File: src/design/touch_bitmap_finger_locator_macros.svh
// Assertion macros shared by the finger locator RTL.
`ifndef TOUCH_BITMAP_FINGER_LOCATOR_MACROS_SVH
`define TOUCH_BITMAP_FINGER_LOCATOR_MACROS_SVH

// Same-cycle implication, clocked on clk, off during reset.
`define TBFL_ASSERT_SAME(lbl, ante, cons, msg) \
	lbl: assert property (@(posedge clk) disable iff (!arst_n) (ante) |-> (cons)) \
		else $error(msg);

// Next-cycle implication, clocked on clk, off during reset.
`define TBFL_ASSERT_NEXT(lbl, ante, cons, msg) \
	lbl: assert property (@(posedge clk) disable iff (!arst_n) (ante) |=> (cons)) \
		else $error(msg);

`endif

File: src/design/tbfl_pkg.sv
// Shared types, constants and helper functions for the finger locator.
`default_nettype none
package tbfl_pkg;

	localparam int MAP_BITS  = 32;
	localparam int POS_W     = $clog2(MAP_BITS);
	localparam int LEN_W     = POS_W + 1;
	localparam int CNT_W     = 5;
	localparam int RANGE_W   = 12;
	localparam int NUM_W     = POS_W + 1;
	localparam int PROD_W    = RANGE_W + NUM_W;
	localparam int DIVR_W    = POS_W + 1;
	localparam int DIV_STEPS = PROD_W / 2;
	localparam int STEP_W    = $clog2(DIV_STEPS);
	localparam int COORD_W   = 17;
	localparam int IDX_W     = 2;

	localparam logic [IDX_W-1:0] REG_X_RANGE = 2'd0;
	localparam logic [IDX_W-1:0] REG_Y_RANGE = 2'd1;
	localparam logic [IDX_W-1:0] REG_X_LINES = 2'd2;
	localparam logic [IDX_W-1:0] REG_Y_LINES = 2'd3;

	localparam logic [RANGE_W-1:0] X_RANGE_RST = 12'd1360;
	localparam logic [RANGE_W-1:0] Y_RANGE_RST = 12'd660;
	localparam logic [LEN_W-1:0]   X_LINES_RST = 6'd23;
	localparam logic [LEN_W-1:0]   Y_LINES_RST = 6'd12;

	localparam logic [PROD_W-1:0]  POS_MAX = PROD_W'((1 << COORD_W) - 1);

	typedef struct packed {
		logic [POS_W-1:0] start;
		logic [LEN_W-1:0] len;
	} run_t;

	typedef struct packed {
		logic             prev;
		logic [CNT_W-1:0] cnt;
		run_t             lo;
		run_t             hi;
	} axis_t;

	typedef struct packed {
		logic start;
		logic scan;
		logic split;
		logic mul;
		logic div;
		logic load_out;
	} cmd_t;

	typedef struct packed {
		logic scan_last;
		logic div_last;
		logic op_last;
	} sts_t;

	function automatic logic [LEN_W-1:0] clamp_lines(input logic [LEN_W-1:0] c);
		if (c < LEN_W'(2))
			return LEN_W'(2);
		if (c > LEN_W'(MAP_BITS))
			return LEN_W'(MAP_BITS);
		return c;
	endfunction

	// One scan position: open a new run or extend the current one.
	function automatic axis_t scan_bit(input axis_t a, input logic b,
		input logic [POS_W-1:0] pos);
		axis_t r;
		r = a;
		if (b) begin
			if (!a.prev) begin
				if (a.cnt != '0) begin
					r.hi.start = pos;
					r.hi.len   = LEN_W'(1);
				end else begin
					r.lo.start = pos;
					r.lo.len   = LEN_W'(1);
				end
				r.cnt = a.cnt + CNT_W'(1);
			end else if (a.cnt > CNT_W'(1)) begin
				r.hi.len = a.hi.len + LEN_W'(1);
			end else begin
				r.lo.len = a.lo.len + LEN_W'(1);
			end
		end
		r.prev = b;
		return r;
	endfunction

	// Split a lone run into two halves.
	function automatic axis_t split_axis(input axis_t a);
		axis_t            r;
		logic [LEN_W-1:0] half;
		r = a;
		half = a.lo.len >> 1;
		r.lo.len   = a.lo.len - half;
		r.hi.start = a.lo.start + half[POS_W-1:0];
		r.hi.len   = (half != '0) ? half : LEN_W'(1);
		return r;
	endfunction

endpackage
`default_nettype wire

File: src/design/tbfl_ctrl.sv
// Controller state machine for the finger locator.
`default_nettype none
module tbfl_ctrl (
	input  wire logic          clk,
	input  wire logic          arst_n,
	input  wire logic          in_valid,
	output logic               in_stall,
	output logic               out_valid,
	input  wire logic          out_stall,
	input  wire tbfl_pkg::sts_t sts,
	output tbfl_pkg::cmd_t     cmd
);
	import tbfl_pkg::*;

	localparam logic [2:0] ST_IDLE  = 3'd0;
	localparam logic [2:0] ST_SCAN  = 3'd1;
	localparam logic [2:0] ST_SPLIT = 3'd2;
	localparam logic [2:0] ST_MUL   = 3'd3;
	localparam logic [2:0] ST_DIV   = 3'd4;
	localparam logic [2:0] ST_OUT   = 3'd5;

	logic [2:0] state_q, state_d;
	logic       out_valid_q;

	assign in_stall  = (state_q != ST_IDLE);
	assign out_valid = out_valid_q;

	always_comb begin
		state_d = state_q;
		cmd     = '0;
		case (state_q)
			ST_IDLE: begin
				if (in_valid) begin
					cmd.start = 1'b1;
					state_d   = ST_SCAN;
				end
			end
			ST_SCAN: begin
				cmd.scan = 1'b1;
				if (sts.scan_last)
					state_d = ST_SPLIT;
			end
			ST_SPLIT: begin
				cmd.split = 1'b1;
				state_d   = ST_MUL;
			end
			ST_MUL: begin
				cmd.mul = 1'b1;
				state_d = ST_DIV;
			end
			ST_DIV: begin
				cmd.div = 1'b1;
				if (sts.div_last)
					state_d = sts.op_last ? ST_OUT : ST_MUL;
			end
			ST_OUT: begin
				if (!out_valid_q || !out_stall) begin
					cmd.load_out = 1'b1;
					state_d      = ST_IDLE;
				end
			end
			default: state_d = ST_IDLE;
		endcase
	end

	always_ff @(posedge clk or negedge arst_n) begin
		if (!arst_n) begin
			state_q     <= ST_IDLE;
			out_valid_q <= 1'b0;
		end else begin
			state_q <= state_d;
			if (cmd.load_out)
				out_valid_q <= 1'b1;
			else if (!out_stall)
				out_valid_q <= 1'b0;
		end
	end

endmodule
`default_nettype wire

File: src/design/tbfl_dpath.sv
// Datapath: config registers, run scanner, scaler with shared divider, output word.
`default_nettype none
module tbfl_dpath (
	input  wire logic                            clk,
	input  wire logic                            arst_n,
	input  wire logic                            cfg_we,
	input  wire logic [tbfl_pkg::IDX_W-1:0]      cfg_index,
	input  wire logic [tbfl_pkg::RANGE_W-1:0]    cfg_data,
	input  wire logic [tbfl_pkg::MAP_BITS-1:0]   x_map,
	input  wire logic [tbfl_pkg::MAP_BITS-1:0]   y_map,
	input  wire tbfl_pkg::cmd_t                  cmd,
	output tbfl_pkg::sts_t                       sts,
	output logic [tbfl_pkg::CNT_W-1:0]           finger_count,
	output logic [tbfl_pkg::COORD_W-1:0]         first_x,
	output logic [tbfl_pkg::COORD_W-1:0]         first_y,
	output logic [tbfl_pkg::COORD_W-1:0]         second_x,
	output logic [tbfl_pkg::COORD_W-1:0]         second_y
);
	import tbfl_pkg::*;

	logic [RANGE_W-1:0]  x_range_q, y_range_q;
	logic [LEN_W-1:0]    x_lines_q, y_lines_q;
	logic [LEN_W-1:0]    xl, yl;
	logic [MAP_BITS-1:0] ymask, ym_in;

	logic [MAP_BITS-1:0] xm_q, ym_q;
	logic                empty_q;
	logic [POS_W-1:0]    bit_q;
	axis_t               xa_q, ya_q;
	logic [LEN_W-1:0]    ydiff;
	logic                ybit;
	logic [CNT_W-1:0]    fmax;
	logic                multi;

	logic [1:0]          op_q;
	logic [RANGE_W-1:0]  op_mx;
	run_t                op_run;
	logic [LEN_W-1:0]    op_lines, lm1;
	logic [NUM_W:0]      nsum;
	logic [NUM_W-1:0]    num;
	logic [PROD_W-1:0]   prod;

	logic [PROD_W-1:0]   dnum_q, quo_q, q_next;
	logic [DIVR_W-1:0]   rem_q, dvsr_q;
	logic [STEP_W-1:0]   step_q;
	logic [DIVR_W:0]     r1, r1s, r2, r2s;
	logic                ge1, ge2;
	logic [COORD_W-1:0]  q_sat;
	logic [COORD_W-1:0]  res_q [4];

	logic [CNT_W-1:0]    finger_count_q;
	logic [COORD_W-1:0]  first_x_q, first_y_q, second_x_q, second_y_q;

	assign xl    = clamp_lines(x_lines_q);
	assign yl    = clamp_lines(y_lines_q);
	assign ymask = ~({MAP_BITS{1'b1}} << yl);
	assign ym_in = y_map & ymask;

	// Y is read top used line first
	assign ydiff = yl - LEN_W'(1) - LEN_W'(bit_q);
	assign ybit  = (LEN_W'(bit_q) < yl) ? ym_q[ydiff[POS_W-1:0]] : 1'b0;

	assign fmax  = (xa_q.cnt > ya_q.cnt) ? xa_q.cnt : ya_q.cnt;
	assign multi = (fmax > CNT_W'(1));

	always_comb begin
		case (op_q)
			2'd0: begin op_mx = x_range_q; op_run = xa_q.lo; op_lines = xl; end
			2'd1: begin op_mx = y_range_q; op_run = ya_q.lo; op_lines = yl; end
			2'd2: begin op_mx = x_range_q; op_run = xa_q.hi; op_lines = xl; end
			default: begin op_mx = y_range_q; op_run = ya_q.hi; op_lines = yl; end
		endcase
	end

	assign nsum = (NUM_W+1)'({op_run.start, 1'b0}) + (NUM_W+1)'(op_run.len);
	assign num  = (nsum == '0) ? '0 : NUM_W'(nsum - (NUM_W+1)'(1));
	assign prod = PROD_W'(op_mx) * PROD_W'(num);
	assign lm1  = op_lines - LEN_W'(1);

	// radix-4 restoring divide step
	assign r1  = {rem_q, dnum_q[PROD_W-1]};
	assign ge1 = (r1 >= {1'b0, dvsr_q});
	assign r1s = ge1 ? (r1 - {1'b0, dvsr_q}) : r1;
	assign r2  = {r1s[DIVR_W-1:0], dnum_q[PROD_W-2]};
	assign ge2 = (r2 >= {1'b0, dvsr_q});
	assign r2s = ge2 ? (r2 - {1'b0, dvsr_q}) : r2;
	assign q_next = {quo_q[PROD_W-3:0], ge1, ge2};
	assign q_sat  = (q_next > POS_MAX) ? POS_MAX[COORD_W-1:0] : q_next[COORD_W-1:0];

	assign sts.scan_last = (bit_q == POS_W'(MAP_BITS - 1));
	assign sts.div_last  = (step_q == STEP_W'(DIV_STEPS - 1));
	assign sts.op_last   = (op_q == 2'd3);

	always_ff @(posedge clk or negedge arst_n) begin
		if (!arst_n) begin
			x_range_q <= X_RANGE_RST;
			y_range_q <= Y_RANGE_RST;
			x_lines_q <= X_LINES_RST;
			y_lines_q <= Y_LINES_RST;
		end else if (cfg_we) begin
			case (cfg_index)
				REG_X_RANGE: x_range_q <= cfg_data;
				REG_Y_RANGE: y_range_q <= cfg_data;
				REG_X_LINES: x_lines_q <= cfg_data[LEN_W-1:0];
				REG_Y_LINES: y_lines_q <= cfg_data[LEN_W-1:0];
				default: ;
			endcase
		end
	end

	always_ff @(posedge clk or negedge arst_n) begin
		if (!arst_n) begin
			bit_q  <= '0;
			step_q <= '0;
			op_q   <= '0;
		end else begin
			if (cmd.start) begin
				bit_q <= '0;
				op_q  <= '0;
			end else if (cmd.scan) begin
				bit_q <= bit_q + POS_W'(1);
			end
			if (cmd.mul)
				step_q <= '0;
			else if (cmd.div) begin
				step_q <= step_q + STEP_W'(1);
				if (sts.div_last)
					op_q <= op_q + 2'd1;
			end
		end
	end

	always_ff @(posedge clk) begin
		if (cmd.start) begin
			xm_q    <= x_map;
			ym_q    <= ym_in;
			empty_q <= (x_map == '0) || (ym_in == '0);
			xa_q    <= '0;
			ya_q    <= '0;
		end else if (cmd.scan) begin
			xa_q <= scan_bit(xa_q, xm_q[bit_q], bit_q);
			ya_q <= scan_bit(ya_q, ybit, bit_q);
		end else if (cmd.split && multi) begin
			if (xa_q.cnt == CNT_W'(1))
				xa_q <= split_axis(xa_q);
			else if (ya_q.cnt == CNT_W'(1))
				ya_q <= split_axis(ya_q);
		end
		if (cmd.mul) begin
			dnum_q <= prod;
			quo_q  <= '0;
			rem_q  <= '0;
			dvsr_q <= {lm1[POS_W-1:0], 1'b0};
		end else if (cmd.div) begin
			dnum_q <= dnum_q << 2;
			quo_q  <= q_next;
			rem_q  <= r2s[DIVR_W-1:0];
			if (sts.div_last)
				res_q[op_q] <= q_sat;
		end
		if (cmd.load_out) begin
			finger_count_q <= empty_q ? '0 : fmax;
			first_x_q      <= empty_q ? '0 : res_q[0];
			first_y_q      <= empty_q ? '0 : res_q[1];
			second_x_q     <= (empty_q || !multi) ? '0 : res_q[2];
			second_y_q     <= (empty_q || !multi) ? '0 : res_q[3];
		end
	end

	assign finger_count = finger_count_q;
	assign first_x      = first_x_q;
	assign first_y      = first_y_q;
	assign second_x     = second_x_q;
	assign second_y     = second_y_q;

endmodule
`default_nettype wire

File: src/design/touch_bitmap_finger_locator.sv
// Top level of the touchpad bitmap finger locator.
`default_nettype none
`include "touch_bitmap_finger_locator_macros.svh"
// Takes one word of X and Y contact bitmaps and returns one word with the
// finger count and the scaled centres of the first and second contacts.
// Each word goes through these steps from acceptance to the next acceptance:
// the accepting cycle, a scan of both bitmaps one line per cycle, a split of a
// lone run, then four coordinates each take a multiply and a pass through a
// shared two-bit-per-cycle divider, and a move of the result to the output
// register. That last step waits for as long as the previous word is still
// held at the output by out_stall, so a slow sink stretches the whole
// sequence. The finished word waits there while the next word is taken in.
// Registers: 0 x_range_max, 1 y_range_max, 2 x_line_count, 3 y_line_count;
// write them only while the block is idle.
module touch_bitmap_finger_locator (
	input  wire logic                            clk,
	input  wire logic                            arst_n,
	input  wire logic                            cfg_we,
	input  wire logic [tbfl_pkg::IDX_W-1:0]      cfg_index,
	input  wire logic [tbfl_pkg::RANGE_W-1:0]    cfg_data,
	input  wire logic                            in_valid,
	output logic                                 in_stall,
	input  wire logic [tbfl_pkg::MAP_BITS-1:0]   x_map,
	input  wire logic [tbfl_pkg::MAP_BITS-1:0]   y_map,
	output logic                                 out_valid,
	input  wire logic                            out_stall,
	output logic [tbfl_pkg::CNT_W-1:0]           finger_count,
	output logic [tbfl_pkg::COORD_W-1:0]         first_x,
	output logic [tbfl_pkg::COORD_W-1:0]         first_y,
	output logic [tbfl_pkg::COORD_W-1:0]         second_x,
	output logic [tbfl_pkg::COORD_W-1:0]         second_y
);
	import tbfl_pkg::*;

	cmd_t cmd;
	sts_t sts;
	logic one_finger, no_first, no_second;

	tbfl_ctrl u_ctrl (
		.clk       (clk),
		.arst_n    (arst_n),
		.in_valid  (in_valid),
		.in_stall  (in_stall),
		.out_valid (out_valid),
		.out_stall (out_stall),
		.sts       (sts),
		.cmd       (cmd)
	);

	tbfl_dpath u_dpath (
		.clk          (clk),
		.arst_n       (arst_n),
		.cfg_we       (cfg_we),
		.cfg_index    (cfg_index),
		.cfg_data     (cfg_data),
		.x_map        (x_map),
		.y_map        (y_map),
		.cmd          (cmd),
		.sts          (sts),
		.finger_count (finger_count),
		.first_x      (first_x),
		.first_y      (first_y),
		.second_x     (second_x),
		.second_y     (second_y)
	);

	assign one_finger = (finger_count < CNT_W'(2));
	assign no_first   = (first_x == '0) && (first_y == '0);
	assign no_second  = (second_x == '0) && (second_y == '0);

	`TBFL_ASSERT_NEXT(a_busy_after_accept, in_valid && !in_stall, in_stall, "word not taken up")
	`TBFL_ASSERT_SAME(a_no_overwrite, out_valid && out_stall, !cmd.load_out, "held word overwritten")
	`TBFL_ASSERT_SAME(a_single_no_second, out_valid && one_finger, no_second, "second on one finger")
	`TBFL_ASSERT_SAME(a_empty_zero, out_valid && finger_count == '0, no_first, "position, no fingers")

endmodule
`default_nettype wire
File: config.mk
export PLATFORM = sky130hd
export DESIGN_NAME = touch_bitmap_finger_locator
export DESIGN_NICKNAME = d
export VERILOG_FILES = /design/src/design/tbfl_pkg.sv /design/src/design/tbfl_ctrl.sv /design/src/design/tbfl_dpath.sv /design/src/design/touch_bitmap_finger_locator.sv
export VERILOG_INCLUDE_DIRS = /design/src /design/src/design
export SDC_FILE = /design/constraint.sdc
export NUM_CORES = 1
export LEC_CHECK = 0
export BUFFER_PORTS_ARGS = -buffer_cell sky130_fd_sc_hd__buf_2
export CAP_MARGIN = 20
export CORE_UTILIZATION = 45
export CTS_CLUSTER_SIZE = 14
export DETAILED_ROUTE_END_ITERATION = 7
export PLACE_DENSITY = 0.65
export SLEW_MARGIN = 20
export SYNTH_ARGS = -nofsm -noshare
export SYNTH_HDL_FRONTEND = slang
export SYNTH_HIERARCHICAL = 1
export SYNTH_SLANG_ARGS = --single-unit
File: constraint.sdc
create_clock -name clk -period 9.2 [get_ports clk]
set_input_delay 0.46 -clock clk [delete_from_list [all_inputs] [get_ports clk]]
set_output_delay 0.46 -clock clk [all_outputs]
set_load 0.05 [all_outputs]
# Yosys cells after proc, flatten, opt, wreduce, memory -nomap -nowiden
# Memory sizes are Yosys's and may differ from the RTL's. A register that Yosys moved wholly into a read port is not among the register bits.
# Index checks and enable logic that the tools add are counted.
[word_totals]
mem_count = 1
input_bits = 83
ramBits = 68
output_inout_bits = 75
wordCells = 230
reg_bits = 222
[classes]
magnitude_cmp = 14
shift = 1
mux = 84
reduce_logical = 39
n_eq_ne = 35
bitwise_logic = 6
mul = 1
add_sub_neg = 20
[mem_list]
columns = ["name", "depth", "width", "read_ports", "rd_clocked_by_memory_dff", "write_ports", "line", "rtl"]
rows = [
  ["u_dpath.res_q", 4, 17, 4, 4, 1, "tbfl_dpath.sv:49", "logic [COORD_W-1:0] res_q [4];"],
]
[op_table]
columns = ["cell", "n"]
rows = [
  ["2-to-1 mux 28 bit", 5],
  ["2-to-1 mux 6 bit", 15],
  ["logical NOT 32 bit", 2],
  ["2-to-1 mux 5 bit", 12],
  ["2-to-1 mux 27 bit", 2],
  ["2-to-1 mux 17 bit", 3],
  ["2-to-1 mux 11 bit", 4],
  ["2-to-1 mux 18 bit", 2],
  ["one-hot mux 11 bit (3 select lines)", 1],
  ["bitwise AND 32 bit", 1],
  ["inverter 32 bit", 1],
  ["<< shifter 32 x 6 -> 32 bit, first input constant", 1],
  ["adder 6 x 1 -> 6 bit, second input constant", 4],
  ["2-to-1 mux 1 bit", 23],
  ["2-to-1 mux 10 bit", 2],
  ["> comparator 18 x 17 -> 1 bit, second input constant", 1],
  ["multiplier 12 x 6 -> 18 bit", 1],
  ["one-hot mux 3 bit (6 select lines)", 1],
  ["AND reduction 6 bit", 3],
  ["adder 5 x 1 -> 5 bit, second input constant", 3],
  ["> comparator 5 x 1 -> 1 bit, second input constant", 3],
  ["2-to-1 mux 3 bit", 5],
  ["AND reduction 5 bit", 3],
  [">= comparator 7 x 6 -> 1 bit", 2],
  ["other kinds (46)", 100],
]

# Depth between registers and ports, before layout
# Gate-level depths: netlist (run 1).
[depth]
word_depth = 12
mapped_depth = 29
mapped_depth_nobuf = 27

# Hierarchy
# The synthesis (run 1) kept the hierarchy.
[by_module_without_submodules]
columns = ["mod", "seq_area_each_um2", "cells_each", "instances", "area_per_inst_um2"]
rows = [
  ["tbfl_dpath", 9631.7, 1631, 1, 18979.5],
  ["tbfl_ctrl", 100.1, 34, 1, 304.0],
]

# Worst setup path before layout (run 1)
# OpenSTA, ideal clock, no wires.
[synth_path]
path_type = "register to register"
from = "register u_dpath.op_q[0]"
to = "register u_dpath.dnum_q[17] (data pin)"
setup_time_ns = 0.260
required_ns = 8.940
stages_incl_launch_ff = 29
arrival_time_ns = 6.329
period_less_slack_ns = 6.589
setup_slack_ns = 2.611
n_path_buf = 2
cell_sequence = "dfrtp_1 > ha_1 > inv_2 > buf_1 > mux2i_1 > ha_1 > a21o_1 > a21oi_1 > xor2_1 > inv_1 > o21ai_0 > nand3_1 > nand2b_1 > clkbuf_1 > nor2_1 > fa_1 > ha_1 > inv_1 > fa_1 > inv_1 > fa_1 > a21o_1 > a211oi_1 > o21ai_0 > a31oi_1 > a21oi_1 > a21oi_1 > xnor2_1 > mux2_2"
[synth_via]
elab_chain_len = 7
elab_cells_between_ends = 12
classes_between = "add/sub: 2; mul: 1; eq/ne: 2; mux: 4; reduce/logical: 3"
[synth_lines]
columns = ["item", "line", "rtl"]
rows = [
  ["from (decl)", "tbfl_dpath.sv:35", "logic [1:0] op_q;"],
  ["from (signal assigned)", "tbfl_dpath.sv:128", "op_q <= op_q + 2'd1;"],
  ["equality test 2 bit, or another cell as far along", "tbfl_dpath.sv:67", "case (op_q)"],
  ["one-hot mux 11 bit (3 select lines)", "tbfl_dpath.sv:67", ""],
  ["adder 6 x 6 -> 7 bit", "tbfl_dpath.sv:75", "assign nsum = (NUM_W+1)'({op_run.start, 1'b0}) + (NUM_W+1)'(op_run.len);"],
  ["subtractor 6 x 1 -> 6 bit / logical NOT 7 bit (equally long branches)", "tbfl_dpath.sv:76", "assign num = (nsum == '0) ? '0 : NUM_W'(nsum - (NUM_W+1)'(1));"],
  ["2-to-1 mux 6 bit", "tbfl_dpath.sv:76", ""],
  ["multiplier 12 x 6 -> 18 bit (*)", "tbfl_dpath.sv:77", "assign prod = PROD_W'(op_mx) * PROD_W'(num);"],
  ["2-to-1 mux 18 bit (*)", "tbfl_dpath.sv:149", "if (cmd.mul) begin"],
  ["to (signal assigned)", "tbfl_dpath.sv:150", "dnum_q <= prod;"],
  ["to (signal assigned)", "tbfl_dpath.sv:155", "dnum_q <= dnum_q << 2;"],
  ["to (decl)", "tbfl_dpath.sv:43", "logic [PROD_W-1:0] dnum_q, quo_q, q_next;"],
]
# Mark *: on every way between the ends. The rest lies on a longest branch, timed or not.
# A chain may end at the register's enable or synchronous reset.

# Worst setup path after layout (run 1)
# Ends and elaborated chain as after synthesis.

==> impl_metrics.ini, run 1 <==
[outcome]
status = completed

[timing]
slew_violations = 0
fin_crit_sh_pct = 78.8
finalSetupViolCount = 0
rsz0062_at_grt = no
worst_slack_ps = 1950
fin_worst_skew_ps = 13.0
fin_crit_ps = 7250
hold_viol = 0
fmax_ghz = 0.138
fin_tns_setup_ps = 0
slew_headroom_pct = 29.6
worst_slew_pin_slew_ps = 1060

[floorplan]
dieArea_um2 = 43700
row_count = 75
die_height_um = 209
initial_utilization_pct = 45.8
coreArea_um2 = 42100
io_pins = 158
die_w_um = 209

[synthesis]
synth_most_common_cell = edfxtp_1
postSynthAreaPerCell_um2 = 11.6
synth_cell_types = 85
syn_inst = 1665
syn_area_um2 = 19300
yosys_most_used_dff = edfxtp_1
yosys.area.top_type = edfxtp_1
synth_top_area_share_pct = 35.7
syn_nets = 1901
synthArstFlopShare_pct = 14.2
synthTopCellsByCount = edfxtp_1, nor2_1, inv_1
ys_seq_area_share_pct = 50.5
synth_edf_count = 229
synthTopCellsByArea = edfxtp_1, dfxtp_1, ha_1
synth_warnings = 6
synth-seq-cells = 358

[drt]
firstDrtPassIters = 6
vias_per_cell = 5.42
remaining_drc_errors = 0
drt_wl_total_mm = 40.2
ant_nets = 0
vias = 12900
drt_iter0_drc = 925
wl_per_cell_um = 16.9

[critical_path]
regToRegSetupSlack_ps = 1950
worstPathRequired_ps = 9510
arrival_ps = 7560
crit_start = u_dpath/op_q[0]$_DFF_PN0_
crit_path_end_kind = flop
path_max_fanout = 13
crit_type = reg -> reg
cp-start-kind = flop
crit-reg2reg-launch = u_dpath/op_q[0]$_DFF_PN0_

[clock_network]
post-cts-setup-buffers = 0
cts_resized = 0
htreeDepth = 2
cts_tree = done
holdBufCountCts = 0
clock_latency_ps = 560
cts_made_buffers = 40
clk_pin_slew_worst_paths_ps = 60
cts.sinks = 358
ctsRootBufferMaster = clkbuf_16
clockBufferDepth = 3

[finish]
fin_cells = 2377
fillers = 3616
fin_nets = 2043
areaGrowthSynthToFinish_pct = 13.6
fin_area_um2 = 21900
diodes = 0
drive_gt1_share_pct = 20.2

[global_route]
grt_max_degree = 74
track_usage_pct = 18.8
antenna_found_initial = 0
grt_pass1_wl_mm = 66.6
grt.overflow.total = 0
grt_pass1_vias = 12700

[placement]
portBuffers = 157
place_ws_ps = 2000
dp.cells = 2304
place.gp.congestion = 0.879
placed_cell_area_um2 = 20600
dp_hpwl_mm = 28.6

[job]
cap_viol_max_count = 0

[worst_hold_path]
hold_path_class = in -> async
==> critical path, cell delays in order (launching register included) <==
cell      delay (ps)
dfrtp_1          400
inv_1             90
ha_1             360
a222oi_1         340
mux2i_1          140
ha_1             240
fa_1             410
xnor2_1          190
nor2b_1          160
and3b_1          190
nand3_1          170
nand2_1          290
or2_2            390
fa_1             500
fa_1             520
fa_1             540
inv_1             40
ha_1             340
a21o_1           210
a211oi_1         310
o21ai_0          210
a31oi_1          290
a21oi_1          100
a21oi_1          200
xnor2_1           90
mux2_2           260
==> per-stage QoR <==
step / hold WS [ps] / util (%)
6_report: 21.0 / 52.0
5_1_grt: 65.1 / 52.0
4_1_cts: 31.1 / 52.0
3_5_place_dp: 461 / 48.8
3_3_place_gp: 460 / 48.8
2_1_floorplan: 164 / -
==> cells in the final DEF (no fill, tap or decap), types with 52 or more instances in the layout <==
cell type | netlist | layout
dfxtp_1 | 78 | 78
a21oi_1 | 76 | 75
nand2_1 | 53 | 53
edfxtp_1 | 229 | 229
mux2i_1 | 60 | 60
buf_2 | 2 | 157
inv_1 | 117 | 117
mux2_2 | 58 | 58
nor2_1 | 197 | 194
ha_1 | 104 | 104
and2_1 | 52 | 52
==> area by class of cell <==
class                      instances  area (um^2)  area share [%]
inverter                         118          443            2.02
clock buffer                      48         1030            4.71
timing repair buffer             168          868            3.96
multi-input combinational       1121         8860            40.4
clock inverter                    25          305            1.39
sequential                       358         9730            44.4
tap                              539          674            3.08
==> cell families (layout without fill, tap and decap cells) <==
group                      Yosys count  count (layout)  synth area share [%]
adders and majority gates          153             153                  11.8
xor gates and xnor gates            56              56                  2.58
DFF                                358             358                  50.5
muxes                              134             134                  8.37
buffers and inverters              186             359                  3.85
AOI/OAI and AO/OA                  258             258                  9.11
and+or+nand+nor                    520             520                  13.8
==> layer usage <==
metal	share of wire, %	track usage, %
met1	47	26.3
met3	4.9	3.17
met4	2.2	5.12
met5	0	0
met2	46	30.2
==> final timing paths <==
path / to / cells after the start
max in group asynchronous: u_dpath/step_q[2]$_DFFE_PN0P_ / 2
worst max register to register: u_dpath/dnum_q[17]$_DFFE_PP_ / 25
min in group clk: u_dpath/xm_q[24]$_DFFE_PP_ / 1
worst max-delay path: u_dpath/dnum_q[17]$_DFFE_PP_ / 25
worst min-delay path: u_dpath/y_range_q[8]$_DFFE_PN0P_ / 2
worst min register to register: u_dpath/ya_q[7]$_SDFFE_PP0P_ / 2
==> sequential cells by signal, indices dropped and copies added, names as in the netlist, 17 cells and up <==
signal,count
u_dpath/ya_q,28
u_dpath/dnum_q,18
u_dpath/ym_q,32
u_dpath/second_x,17
u_dpath/first_x,17
u_dpath/first_y,17
u_dpath/second_y,17
u_dpath/xm_q,32
u_dpath/res_q,68
u_dpath/xa_q,28
Power of run 1 is not shown: default switching activity piles up to over one toggle a cycle in this logic, so the estimate is an artifact.
==> run 2: changes to the inputs <==
ABC_AREA = 1   (was not set)
PLACE_DENSITY = 0.67   (was 0.65)
clock period = 5.9 ns   (was 9.2 ns; I/O delays follow)
==> run 2 against run 1 <==
  * Non-clock buffer count increased by 130
  * Register-to-register slack worse by 1900 ps
  * Final cell count grew 31%
  * Sequential share of layout area is 3.8 points lower
  * Maximum frequency rose by 24%
  * Critical path depth increased by 1
  * Critical path type unchanged
  * Critical endpoint is now u_dpath/dnum_q[11]$_DFFE_PP_
  * Largest cell class unchanged
==> impl_metrics.ini, run 2 <==
[synthesis]
synth_top_family_by_area = simple AND/OR/NAND/NOR gates
synth_edf_count = 229
synth-adder-area-share_pct = 11.6
synth.area.mux_share_pct = 0.203
synthTopCellsByArea = edfxtp_1, dfxtp_1, nand2_1
postSynthAreaPerCell_um2 = 8.89
ys_seq_area_share_pct = 49.4
synthTopCellsByCount = nand2_1, inv_1, nor2_1
yosys.area.top_type = edfxtp_1
synth-seq-cells = 358
syn_area_um2 = 19700
synth-compound-area-share_pct = 9.94
synth_top_area_share_pct = 34.9
synth_cell_types = 56
yosys_most_used_dff = edfxtp_1
synth-simple-area-share_pct = 19.0
synth_most_common_cell = nand2_1
synth_warnings = 6
synth_xor_area_share_pct = 1.50
synthArstFlopShare_pct = 14.2
syn_nets = 2454
syn_inst = 2218

[floorplan]
die_height_um = 211
dieArea_um2 = 44600
initial_utilization_pct = 45.7
coreArea_um2 = 43200
die_w_um = 211
row_count = 76
io_pins = 158

[timing]
hold_slack_ps = 21.8
finalSetupViolCount = 0
fmax_ghz = 0.171
fin_crit_sh_pct = 99.2
fin_tns_setup_ps = 0
worst_slew_pin_slew_ps = 1070
rsz0062_at_grt = yes
slew_headroom_pct = 28.5
fin_worst_skew_ps = 22.6
fin_crit_ps = 5850
slew_violations = 0
hold_viol = 0

[critical_path]
ff2ff_path_depth = 26
crit_path_end_kind = flop
crit-reg2reg-launch = u_dpath/op_q[0]$_DFF_PN0_
worstPathRequired_ps = 6200
crit_start = u_dpath/op_q[0]$_DFF_PN0_
cp-start-kind = flop
r2r-end = u_dpath/dnum_q[11]$_DFFE_PP_
crit_type = reg -> reg
arrival_ps = 6150
regToRegSetupSlack_ps = 50
path_max_fanout = 8

[drt]
firstDrtPassIters = 6
remaining_drc_errors = 0
vias = 15700
drt_wl_total_mm = 46.7
vias_per_cell = 5.04
drt_iter0_drc = 1073
wl_per_cell_um = 15.0
ant_nets = 0

[global_route]
grt_max_degree = 83
grt_pass1_wl_mm = 75.1
grt.overflow.total = 0
track_usage_pct = 20.8
grt_pass1_vias = 15200
antenna_found_initial = 2

[placement]
place.gp.congestion = 0.902
placed_cell_area_um2 = 21600
dp_hpwl_mm = 32.4
portBuffers = 157

[finish]
drive_gt1_share_pct = 19.1
regMostFlops = u_dpath/res_q
areaGrowthSynthToFinish_pct = 21.6
final_common_cell = nand2_1
fin_nets = 2733
mostFrequentLayoutCells = nand2_1, inv_1, nor2_1, edfxtp_1, buf_2
largest_reg_flops = 68
utilization_pct = 55.5
fin_area_um2 = 24000
reg_top3 = u_dpath/res_q x68, u_dpath/xm_q x32, u_dpath/ym_q x32

[clock_network]
clk_pin_slew_worst_paths_ps = 60
cts_tree = done
htreeDepth = 2
ctsRootBufferMaster = clkbuf_16
clock_latency_ps = 580
cts_made_buffers = 39
cts.sinks = 358
clockBufferDepth = 3

[worst_hold_path]
hold_start = cfg_data[11]
min_to = u_dpath/y_range_q[11]$_DFFE_PN0P_
hold_path_class = in -> reg
hold_path_depth = 3

[job]
cap_viol_max_count = 0

[outcome]
status = completed
==> run 2: cells by family (layout without fill, tap and decap cells) <==
family	after synthesis	after routing
other	0	2
buffers and inverters	429	738
DFF	358	358
AOI/OAI and AO/OA	347	347
adders and majority gates	153	153
and+or+nand+nor	894	894
muxes	4	4
xor gates and xnor gates	33	33
==> run 2: what timing repair did <==
| action | CTS | global route |
|---|---|---|
| pin swaps | 20 | 69 |
| resized for setup | 48 | 99 |
| setup endpoints to repair | 10 | 11 |
| hold buffers | 41 | 0 |
| buffers inserted | 8 | 8 |
| endpoints found under the hold margin | 82 | 0 |
| gates cloned | 1 | 1 |
==> run 2: layout make-up <==
cell class	instances	area, um^2
inverter	368	1410
tap	585	732
sequential	358	9730
clock inverter	22	198
timing repair inverter	1	5.00
fill	3788	19200
timing repair buffer	298	1990
clock buffer	49	1030
antenna	2	5.00
multi-input combinational	1431	8860
==> run 2: metal layers <==
| layer | routed length (um) | part of all wire, % | track usage [%] | vias up |
|---|---|---|---|---|
| li1 | - | - | - | 7781 |
| met1 | 20900 | 45 | 28.0 | 7349 |
| met2 | 21800 | 47 | 34.2 | 479 |
| met3 | 2860 | 6.1 | 3.68 | 95 |
| met4 | 1220 | 2.6 | 6.72 | 0 |
| met5 | 0 | 0 | 0 | - |
==> run 2: worst max-delay path by stage <==
stage                                        end  slack, ps  cells after the start
finish              u_dpath/dnum_q[11]$_DFFE_PP_         50                     26
global route        u_dpath/dnum_q[11]$_DFFE_PP_       -160                     30
CTS                 u_dpath/dnum_q[15]$_DFFE_PP_        0.4                     30
detailed placement  u_dpath/dnum_q[15]$_DFFE_PP_       -390                     31
global placement    u_dpath/dnum_q[15]$_DFFE_PP_       -180                     26
floorplan           u_dpath/dnum_q[15]$_DFFE_PP_          4                     34
==> run 2: worst max-delay path: stages (launching register included) <==
cell and delay (ps):
dfrtp_2 480, inv_4 100, ha_4 200, nand2_2 90, a31oi_4 230, ha_4 180
fa_2 480, or2_2 340, nor2_2 130, xnor2_1 110, nor2_4 180, clkinv_4 100
nor2_1 150, fa_1 440, fa_1 540, inv_1 50, fa_1 520, inv_1 60
ha_4 170, a21oi_1 180, o21ai_1 100, o21bai_4 190, buf_4 140, buf_6 100
buf_4 120, xnor2_1 110, o21ai_0 80
==> run 2: stage by stage <==
step | setup WS, ps | cells
floorplan | 3.65 | 2218
global placement | -178 | 2981
detailed placement | -393 | 2982
CTS | 0.358 | 3103
global route | -163 | 3114
finish | 49.3 | 3114
Power of run 2 is left out for the same reason.
